[src/lgs_pkg.sv]
package lgs_pkg;

   // default grid size
   localparam int ROWS_DEF = 12;
   localparam int COLS_DEF = 20;

   // fixed field widths
   localparam int PIXEL_X_W   = 10;
   localparam int PIXEL_Y_W   = 9;
   localparam int ROW_INDEX_W = 4;

   // reciprocals of the cell pitch (50 rows, 33 columns) scaled by 2^16
   localparam int ROW_PITCH_RECIP = 1311;
   localparam int COL_PITCH_RECIP = 1986;
   localparam int RECIP_SHIFT     = 16;
   localparam int PROD_Y_W        = 20;
   localparam int PROD_X_W        = 21;

   // request kinds
   typedef enum logic {
      ACT_TOGGLE = 1'b0,
      ACT_STEP   = 1'b1
   } action_type;

endpackage

[src/lgs_grid_mem.sv]
module lgs_grid_mem #(
   parameter int ROWS = lgs_pkg::ROWS_DEF,
   parameter int COLS = lgs_pkg::COLS_DEF
) (
   input  logic                    clock,
   input  logic                    reset,
   input  logic                    rd_en,
   input  logic [$clog2(ROWS)-1:0] rd_addr,
   output logic [COLS-1:0]         rd_data,
   input  logic                    wr_en,
   input  logic [$clog2(ROWS)-1:0] wr_addr,
   input  logic [COLS-1:0]         wr_data
);
   import lgs_pkg::*;

   logic [COLS-1:0] grid_ff [ROWS];
   logic [ROWS-1:0] row_vld_ff;
   logic [ROWS-1:0] row_vld_in;
   logic [COLS-1:0] data_ff;
   logic            data_vld_ff;
   logic            data_vld_in;

   // mark rows as written; an unwritten row reads as all dead
   always_comb begin
      row_vld_in = row_vld_ff;
      if (wr_en) begin
         row_vld_in[wr_addr] = 1'b1;
      end
   end

   assign data_vld_in = rd_en ? row_vld_ff[rd_addr] : data_vld_ff;

   always_ff @(posedge clock) begin
      if (reset) begin
         row_vld_ff  <= '0;
         data_vld_ff <= 1'b0;
      end else begin
         row_vld_ff  <= row_vld_in;
         data_vld_ff <= data_vld_in;
      end
   end

   // write port
   always_ff @(posedge clock) begin
      if (wr_en) begin
         grid_ff[wr_addr] <= wr_data;
      end
   end

   // registered read port, holds its word when idle
   always_ff @(posedge clock) begin
      if (rd_en) begin
         data_ff <= grid_ff[rd_addr];
      end
   end

   assign rd_data = data_vld_ff ? data_ff : '0;

endmodule

[src/lgs_row_unit.sv]
module lgs_row_unit #(
   parameter int COLS = lgs_pkg::COLS_DEF
) (
   input  logic [COLS-1:0] row_up,
   input  logic [COLS-1:0] row_mid,
   input  logic [COLS-1:0] row_dn,
   output logic [COLS-1:0] row_next
);
   import lgs_pkg::*;

   // apply B3/S23 to each interior column; border columns hold
   always_comb begin
      logic [3:0] nbr;
      row_next = row_mid;
      for (int c = 1; c < COLS - 1; c++) begin
         nbr = 4'(row_up[c-1]) + 4'(row_up[c]) + 4'(row_up[c+1])
             + 4'(row_mid[c-1]) + 4'(row_mid[c+1])
             + 4'(row_dn[c-1]) + 4'(row_dn[c]) + 4'(row_dn[c+1]);
         row_next[c] = (nbr == 4'd3) || (row_mid[c] && (nbr == 4'd2));
      end
   end

endmodule

[src/lgs_pixel_map.sv]
module lgs_pixel_map #(
   parameter int ROWS = lgs_pkg::ROWS_DEF,
   parameter int COLS = lgs_pkg::COLS_DEF
) (
   input  logic                           clock,
   input  logic                           load,
   input  logic [lgs_pkg::PIXEL_X_W-1:0]  pixel_x,
   input  logic [lgs_pkg::PIXEL_Y_W-1:0]  pixel_y,
   output logic [$clog2(ROWS)-1:0]        tog_row,
   output logic [$clog2(COLS)-1:0]        tog_col
);
   import lgs_pkg::*;

   localparam int ROW_W = $clog2(ROWS);
   localparam int COL_W = $clog2(COLS);
   localparam int QY_W  = PROD_Y_W - RECIP_SHIFT;
   localparam int QX_W  = PROD_X_W - RECIP_SHIFT;

   logic [PIXEL_Y_W-1:0] y_m1;
   logic [PIXEL_X_W-1:0] x_m1;
   logic [PROD_Y_W-1:0]  prod_y;
   logic [PROD_X_W-1:0]  prod_x;
   logic [QY_W-1:0]      qy_ff;
   logic [QX_W-1:0]      qx_ff;
   logic                 y_zero_ff;
   logic                 x_zero_ff;
   logic [7:0]           row_raw;
   logic [7:0]           row_clip;
   logic [7:0]           col_top;
   logic [7:0]           col_cnt;

   // divide (pixel - 1) by the pitch through a scaled reciprocal
   assign y_m1   = pixel_y - 1'b1;
   assign x_m1   = pixel_x - 1'b1;
   assign prod_y = PROD_Y_W'(y_m1) * PROD_Y_W'(ROW_PITCH_RECIP);
   assign prod_x = PROD_X_W'(x_m1) * PROD_X_W'(COL_PITCH_RECIP);

   always_ff @(posedge clock) begin
      if (load) begin
         qy_ff     <= prod_y[PROD_Y_W-1:RECIP_SHIFT];
         qx_ff     <= prod_x[PROD_X_W-1:RECIP_SHIFT];
         y_zero_ff <= (pixel_y == '0);
         x_zero_ff <= (pixel_x == '0);
      end
   end

   // row: one past the quotient, capped at the last interior row
   assign row_raw  = 8'(qy_ff) + 8'd1;
   assign row_clip = (row_raw > 8'(ROWS - 2)) ? 8'(ROWS - 2) : row_raw;
   assign tog_row  = y_zero_ff ? '0 : row_clip[ROW_W-1:0];

   // column: count of pitches from two up to the cap
   assign col_top = (8'(qx_ff) > 8'(COLS - 2)) ? 8'(COLS - 2) : 8'(qx_ff);
   assign col_cnt = (col_top >= 8'd2) ? (col_top - 8'd1) : 8'd0;
   assign tog_col = x_zero_ff ? '0 : col_cnt[COL_W-1:0];

endmodule

[src/life_grid_stepper_core.sv]
// A request is accepted only while idle; then comes the mapping state, then
// ROWS+1 pass steps through the three-row window, each held while the result
// register keeps an untaken word. Result words follow from the fourth step,
// one per cycle while results are taken; no new request is taken until the
// pass ends. Reset (synchronous, active high) idles the sequencer,
// empties the result register and clears the row valid bits, so the grid reads dead.
module life_grid_stepper_core #(
   parameter int ROWS = lgs_pkg::ROWS_DEF,
   parameter int COLS = lgs_pkg::COLS_DEF
) (
   input  logic                            clock,
   input  logic                            reset,
   input  logic                            req_valid,
   output logic                            req_ready,
   input  logic                            req_action,
   input  logic [lgs_pkg::PIXEL_X_W-1:0]   req_pixel_x,
   input  logic [lgs_pkg::PIXEL_Y_W-1:0]   req_pixel_y,
   output logic                            rsp_valid,
   input  logic                            rsp_ready,
   output logic [lgs_pkg::ROW_INDEX_W-1:0] rsp_row_index,
   output logic [COLS-3:0]                 rsp_row_bits,
   output logic                            rsp_last_row
);
   import lgs_pkg::*;

   localparam int ROW_W = $clog2(ROWS);
   localparam int COL_W = $clog2(COLS);
   localparam int K_W   = $clog2(ROWS + 1);

   typedef enum logic [2:0] {
      ST_IDLE = 3'b001,
      ST_MAP  = 3'b010,
      ST_PASS = 3'b100
   } state_type;

   state_type               state_ff, state_in;
   logic [K_W-1:0]          k_ff, k_in;
   logic                    step_ff;
   logic [PIXEL_X_W-1:0]    x_ff;
   logic [PIXEL_Y_W-1:0]    y_ff;
   logic [COLS-1:0]         up_ff;
   logic [COLS-1:0]         mid_ff;
   logic                    rsp_valid_ff, rsp_valid_in;
   logic [ROW_INDEX_W-1:0]  rsp_row_index_ff;
   logic [COLS-3:0]         rsp_row_bits_ff;
   logic                    rsp_last_row_ff;

   logic                    accept;
   logic                    advance;
   logic                    rd_en;
   logic [COLS-1:0]         rd_data;
   logic                    wr_en;
   logic [K_W-1:0]          wr_row;
   logic [COLS-1:0]         wr_data;
   logic [COLS-1:0]         life_row;
   logic [COLS-1:0]         tog_mask;
   logic [ROW_W-1:0]        tog_row;
   logic [COL_W-1:0]        tog_col;
   logic                    emit;

   assign req_ready = (state_ff == ST_IDLE);
   assign accept    = req_valid && req_ready;

   // the pass moves only when the result register can take a word
   assign advance = (state_ff == ST_PASS) && (!rsp_valid_ff || rsp_ready);
   assign rd_en   = advance && (k_ff < K_W'(ROWS));
   assign wr_row  = k_ff - K_W'(2);
   assign wr_en   = advance && (k_ff >= K_W'(2));
   assign emit    = advance && (k_ff >= K_W'(3));

   lgs_grid_mem #(.ROWS(ROWS), .COLS(COLS)) u_mem (
      .clock   (clock),
      .reset   (reset),
      .rd_en   (rd_en),
      .rd_addr (k_ff[ROW_W-1:0]),
      .rd_data (rd_data),
      .wr_en   (wr_en),
      .wr_addr (wr_row[ROW_W-1:0]),
      .wr_data (wr_data)
   );

   lgs_row_unit #(.COLS(COLS)) u_row (
      .row_up   (up_ff),
      .row_mid  (mid_ff),
      .row_dn   (rd_data),
      .row_next (life_row)
   );

   lgs_pixel_map #(.ROWS(ROWS), .COLS(COLS)) u_map (
      .clock   (clock),
      .load    (state_ff == ST_MAP),
      .pixel_x (x_ff),
      .pixel_y (y_ff),
      .tog_row (tog_row),
      .tog_col (tog_col)
   );

   // pick the row to write back: next generation or toggled old row
   always_comb begin
      tog_mask = '0;
      if (!step_ff && (tog_row == wr_row[ROW_W-1:0])) begin
         tog_mask = COLS'(1) << tog_col;
      end
      if (step_ff && (k_ff >= K_W'(3))) begin
         wr_data = life_row;
      end else begin
         wr_data = mid_ff ^ tog_mask;
      end
   end

   // sequencer
   always_comb begin
      state_in = state_ff;
      k_in     = k_ff;
      case (state_ff)
         ST_IDLE: begin
            if (accept) begin
               state_in = ST_MAP;
               k_in     = '0;
            end
         end
         ST_MAP: begin
            state_in = ST_PASS;
         end
         ST_PASS: begin
            if (advance) begin
               k_in = k_ff + K_W'(1);
               if (k_ff == K_W'(ROWS)) begin
                  state_in = ST_IDLE;
               end
            end
         end
         default: begin
            state_in = ST_IDLE;
         end
      endcase
   end

   always_ff @(posedge clock) begin
      if (reset) begin
         state_ff <= ST_IDLE;
         k_ff     <= '0;
      end else begin
         state_ff <= state_in;
         k_ff     <= k_in;
      end
   end

   // capture the request
   always_ff @(posedge clock) begin
      if (accept) begin
         step_ff <= (req_action == ACT_STEP);
         x_ff    <= req_pixel_x;
         y_ff    <= req_pixel_y;
      end
   end

   // advance the three-row window
   always_ff @(posedge clock) begin
      if (advance) begin
         up_ff  <= mid_ff;
         mid_ff <= rd_data;
      end
   end

   // result register: load on emit, drop when taken
   always_comb begin
      rsp_valid_in = rsp_valid_ff;
      if (emit) begin
         rsp_valid_in = 1'b1;
      end else if (rsp_ready) begin
         rsp_valid_in = 1'b0;
      end
   end

   always_ff @(posedge clock) begin
      if (reset) begin
         rsp_valid_ff <= 1'b0;
      end else begin
         rsp_valid_ff <= rsp_valid_in;
      end
   end

   always_ff @(posedge clock) begin
      if (emit) begin
         rsp_row_index_ff <= ROW_INDEX_W'(wr_row);
         rsp_row_bits_ff  <= wr_data[COLS-2:1];
         rsp_last_row_ff  <= (wr_row == K_W'(ROWS - 2));
      end
   end

   assign rsp_valid     = rsp_valid_ff;
   assign rsp_row_index = rsp_row_index_ff;
   assign rsp_row_bits  = rsp_row_bits_ff;
   assign rsp_last_row  = rsp_last_row_ff;

endmodule
[config.mk]
export PLATFORM = sky130hd
export DESIGN_NAME = life_grid_stepper_core
export DESIGN_NICKNAME = d
export VERILOG_FILES = /design/src/lgs_pkg.sv /design/src/lgs_grid_mem.sv /design/src/lgs_row_unit.sv /design/src/lgs_pixel_map.sv /design/src/life_grid_stepper_core.sv
export SDC_FILE = /design/constraint.sdc
export NUM_CORES = 1
export LEC_CHECK = 0
export BUFFER_PORTS_ARGS = -buffer_cell sky130_fd_sc_hd__buf_2
export CAP_MARGIN = 5
export CORE_UTILIZATION = 55
export CTS_BUF_LIST = sky130_fd_sc_hd__clkbuf_8
export DETAILED_ROUTE_END_ITERATION = 8
export GPL_TIMING_DRIVEN = 0
export PLACE_DENSITY = 0.81
export SYNTH_ARGS = -nofsm -noshare
export SYNTH_HDL_FRONTEND = slang
export SYNTH_SLANG_ARGS = --single-unit
[constraint.sdc]
create_clock -name clock -period 9.7 [get_ports clock]
set_input_delay 0.485 -clock clock [delete_from_list [all_inputs] [get_ports clock]]
set_output_delay 0.485 -clock clock [all_outputs]
set_load 0.02 [all_outputs]
==> summary.txt <==
Run status
  – Status: finished, final reports clean

Yosys
  – Ys async rst share: 0%
  – Synth cell types: 58
  – Syn Std Cell Area: 21000 sq um
  – Flop and latch count out of synthesis: 375
  – Synth area leader: edfxtp_1
  – Synth area leaders: edfxtp_1, fa_1, ha_1
  – Synth Instances: 1525
  – Synth top area share: 50.7%
  – Post-Syn Area per Cell: 13.8 sq um
  – Post-synth top cells: edfxtp_1, inv_1, ha_1
  – Syn nets: 1834
  – Sequential fraction of the synthesis area: 52.7%
  – Most numerous cell in the Yosys netlist: edfxtp_1
  – Post-synth EDFFs: 354
  – Ys Warns: 0
  – Main synth FF type: edfxtp_1

Clock tree
  – Clock slew at reported path FFs: 0.06 ns
  – Number of buffers created by CTS: 59
  – Clk sinks: 375
  – Maximum clock path buffer count: 3
  – Clk Latency, worst-skew pair: 0.66 ns
  – Post-CTS Resized: 0
  – Post-CTS setup buffer count: 0
  – CTS tree: yes
  – Root Buffer: clkbuf_8
  – H-tree depth: 2

Pwr
  – Leak Pwr: 0.00942 uW
  – Worst VDD drop: 0.000191 V
  – Pwr/cell area: 174 nW/um^2
  – Total power: a little over 4000 uW

Die
  – DIE AREA: 38900 sq um
  – Die H: 197 um
  – Core Area: 37600 sq um
  – DIE WIDTH: 197 um
  – Row count: 71
  – Initial Utilization: between 50% and 60%
  – I/O Pins: 49

Cells and area
  – Layout area overhead: 12.4%
  – N_diodes: 0
  – Layout cells sized above 1: 12.3%
  – Nets: between 1500 and 2000

Timing
  – # setup viols final: 0
  – Max Slew Vio Count: 0
  – Slew @ Worst Pin: 1.40 ns
  – RSZ-0062 raised after global routing: false
  – Clock period minus worst slack: 6.35 ns
  – Post-Route Setup TNS: 0 ns
  – Layout Skew: 0.0535 ns
  – Final Hold Violating Endpoints: 0
  – Slew headroom: 6.76%
  – F_max: 158 MHz
  – Final worst path period share: approximately two thirds

GRT
  – Grt total ovfl: 0
  – Initial antenna violation count: 0
  – First-pass GRT wire length: 71600 um
  – Largest net degree at the start of global routing: a little over 40
  – Number of global-route vias before repair: 13549
  – Total GRT Usage: 24.4%

Route
  – 1st-iter DRT viols: 1305
  – Drt drc: 0
  – Post-detailed-route wirelength per cell: 20.6 um
  – Pre-Repair DR Iteration Count: 5
  – Via count: 12782
  – DRT Wirelength: 45900 um
  – Final ANT Viol Nets: 0
  – Vias per inst: 5.74

Placement
  – Port Buffers: 48
  – Hpwl dp: about 30000 um
  – Final GP Congestion: 0.879

Worst setup path
  – Worst EP required: 10.11 ns
  – CP Capture Type: flop
  – R2r setup slk: 3.35 ns
  – Maximum fanout along the worst path: 7
  – Reg-to-reg endpoint: u_map.qy_ff[3]
  – Startpoint Class: flop
  – WS Path Type: flop to flop
  – Worst R2R Path Depth: 25
  – Crit path DAT: 6.75 ns
  – Crit Reg-Reg Startpoint: y_ff[0]

Worst hold path
  – Hold Path End: rsp_valid
  – WHS Path Cells: 3
  – HP Start: rsp_ready
  – Hold Crit Class: primary input to flop

Flow run
  – Number of max-cap violations: 0
-- cells in the final DEF (no fill, tap or decap), drive strengths merged, types with 23 or more instances in the layout --
cell / n
mux4: 50
edfxtp: 354
nor3: 23
fa: 113
ha: 172
buf: 66
a21oi: 36
nor4: 23
clkinv: 25
nand2: 54
nor2: 75
mux2i: 44
xnor2: 37
clkbuf: 92
inv: 293
o21ai: 26
-- through the flow --
step | hold slack (ns) | instance area [sq um] | worst slack [ns] | util [%] | cells
finish | 0.213 | 23600 | 3.35 | 62.8 | 2227
global route | 0.200 | 23600 | 2.81 | 62.8 | 2227
CTS | 0.166 | 23400 | 3.34 | 62.3 | 2219
detailed placement | 0.449 | 21900 | 3.39 | 58.3 | 2087
global placement | 0.433 | 21900 | 3.52 | 58.2 | 2084
floorplan | 0.426 | 21000 | 4.10 | - | 1525
-- metal layers --
metal | global-route usage (%) | routed length (um) | vias to the layer above
met4 | 9.65 | 1290 | 0
met3 | 5.92 | 4310 | 96
met2 | 39.7 | 22400 | 648
li1 | - | - | 5721
met5 | 0 | 0 | -
met1 | 31.7 | 17800 | 6317
-- state kept, by name, summed over array words and instances, names as in the netlist --
| name | cells |
|---|---|
| step_ff | 1 |
| y_ff | 9 |
| u_mem.data_vld_ff | 1 |
| rsp_valid | 1 |
| u_map.y_zero_ff | 1 |
| u_mem.row_vld_ff | 12 |
| k_ff | 4 |
| rsp_row_bits | 18 |
| x_ff | 10 |
| u_map.qy_ff | 4 |
| rsp_row_index | 4 |
| mid_ff | 20 |
| u_mem.data_ff | 20 |
| u_map.qx_ff | 5 |
| u_mem.grid_ff | 240 |
| rsp_last_row | 1 |
| state_ff | 3 |
| u_map.x_zero_ff | 1 |
| up_ff | 20 |
-- worst max-delay path, stage by stage, from the launching register on --
cell	delay [ns]
edfxtp_1	0.35
clkbuf_1	0.20
inv_1	0.19
ha_1	0.20
nor3b_1	0.51
nand2_1	0.13
xnor2_1	0.21
ha_1	0.32
inv_1	0.06
ha_1	0.17
nor2b_1	0.31
xnor2_1	0.19
ha_1	0.21
or2_2	0.30
fa_1	0.51
inv_1	0.05
fa_1	0.54
inv_1	0.05
ha_1	0.28
nand3_1	0.08
nor2_1	0.06
a221o_1	0.34
o21ai_0	0.27
o21ai_0	0.23
a21oi_1	0.23
xnor2_1	0.09
-- worst max-delay path by stage --
stage	end	start
after floorplan	u_map.qy_ff[3]	y_ff[0]
after global placement	u_map.qx_ff[3]	x_ff[0]
after detailed placement	u_map.qy_ff[3]	y_ff[0]
after CTS	u_map.qy_ff[3]	y_ff[0]
after global routing	u_map.qy_ff[3]	y_ff[0]
final	u_map.qy_ff[3]	y_ff[0]
-- logic make-up (layout without fill, tap and decap cells) --
family                     count (synthesis)  in the layout  share of synthesized area (%)
buffers and inverters                    316            507                           5.68
and+or+nand+nor                          261            261                           6.42
adders and majority gates                285            285                           21.0
muxes                                     94             94                           7.46
AOI/OAI and AO/OA                        141            141                           4.53
DFF                                      375            375                           52.7
xor gates and xnor gates                  53             53                           2.21
-- what timing repair did --
item	in CTS	in global routing
hold endpoints to repair	21	0
endpoints found under the setup margin	0	0
hold buffers	21	0
-- cell type report --
| cell class | count | area (sq um) |
|---|---|---|
| clock buffer | 63 | 867 |
| sequential | 375 | 11100 |
| timing repair buffer | 80 | 656 |
| clock inverter | 48 | 430 |
| tap | 511 | 639 |
| buffer | 36 | 141 |
| multi-input combinational | 834 | 8760 |
| fill | 2624 | 14000 |
| inverter | 280 | 1050 |
-- power breakdown --
group,internal (uW),switching (uW)
Clock,820,651
Sequential,1770,10.2
Combinational,380,473
Total,2970,1130
(Power assumes the default switching activity.)
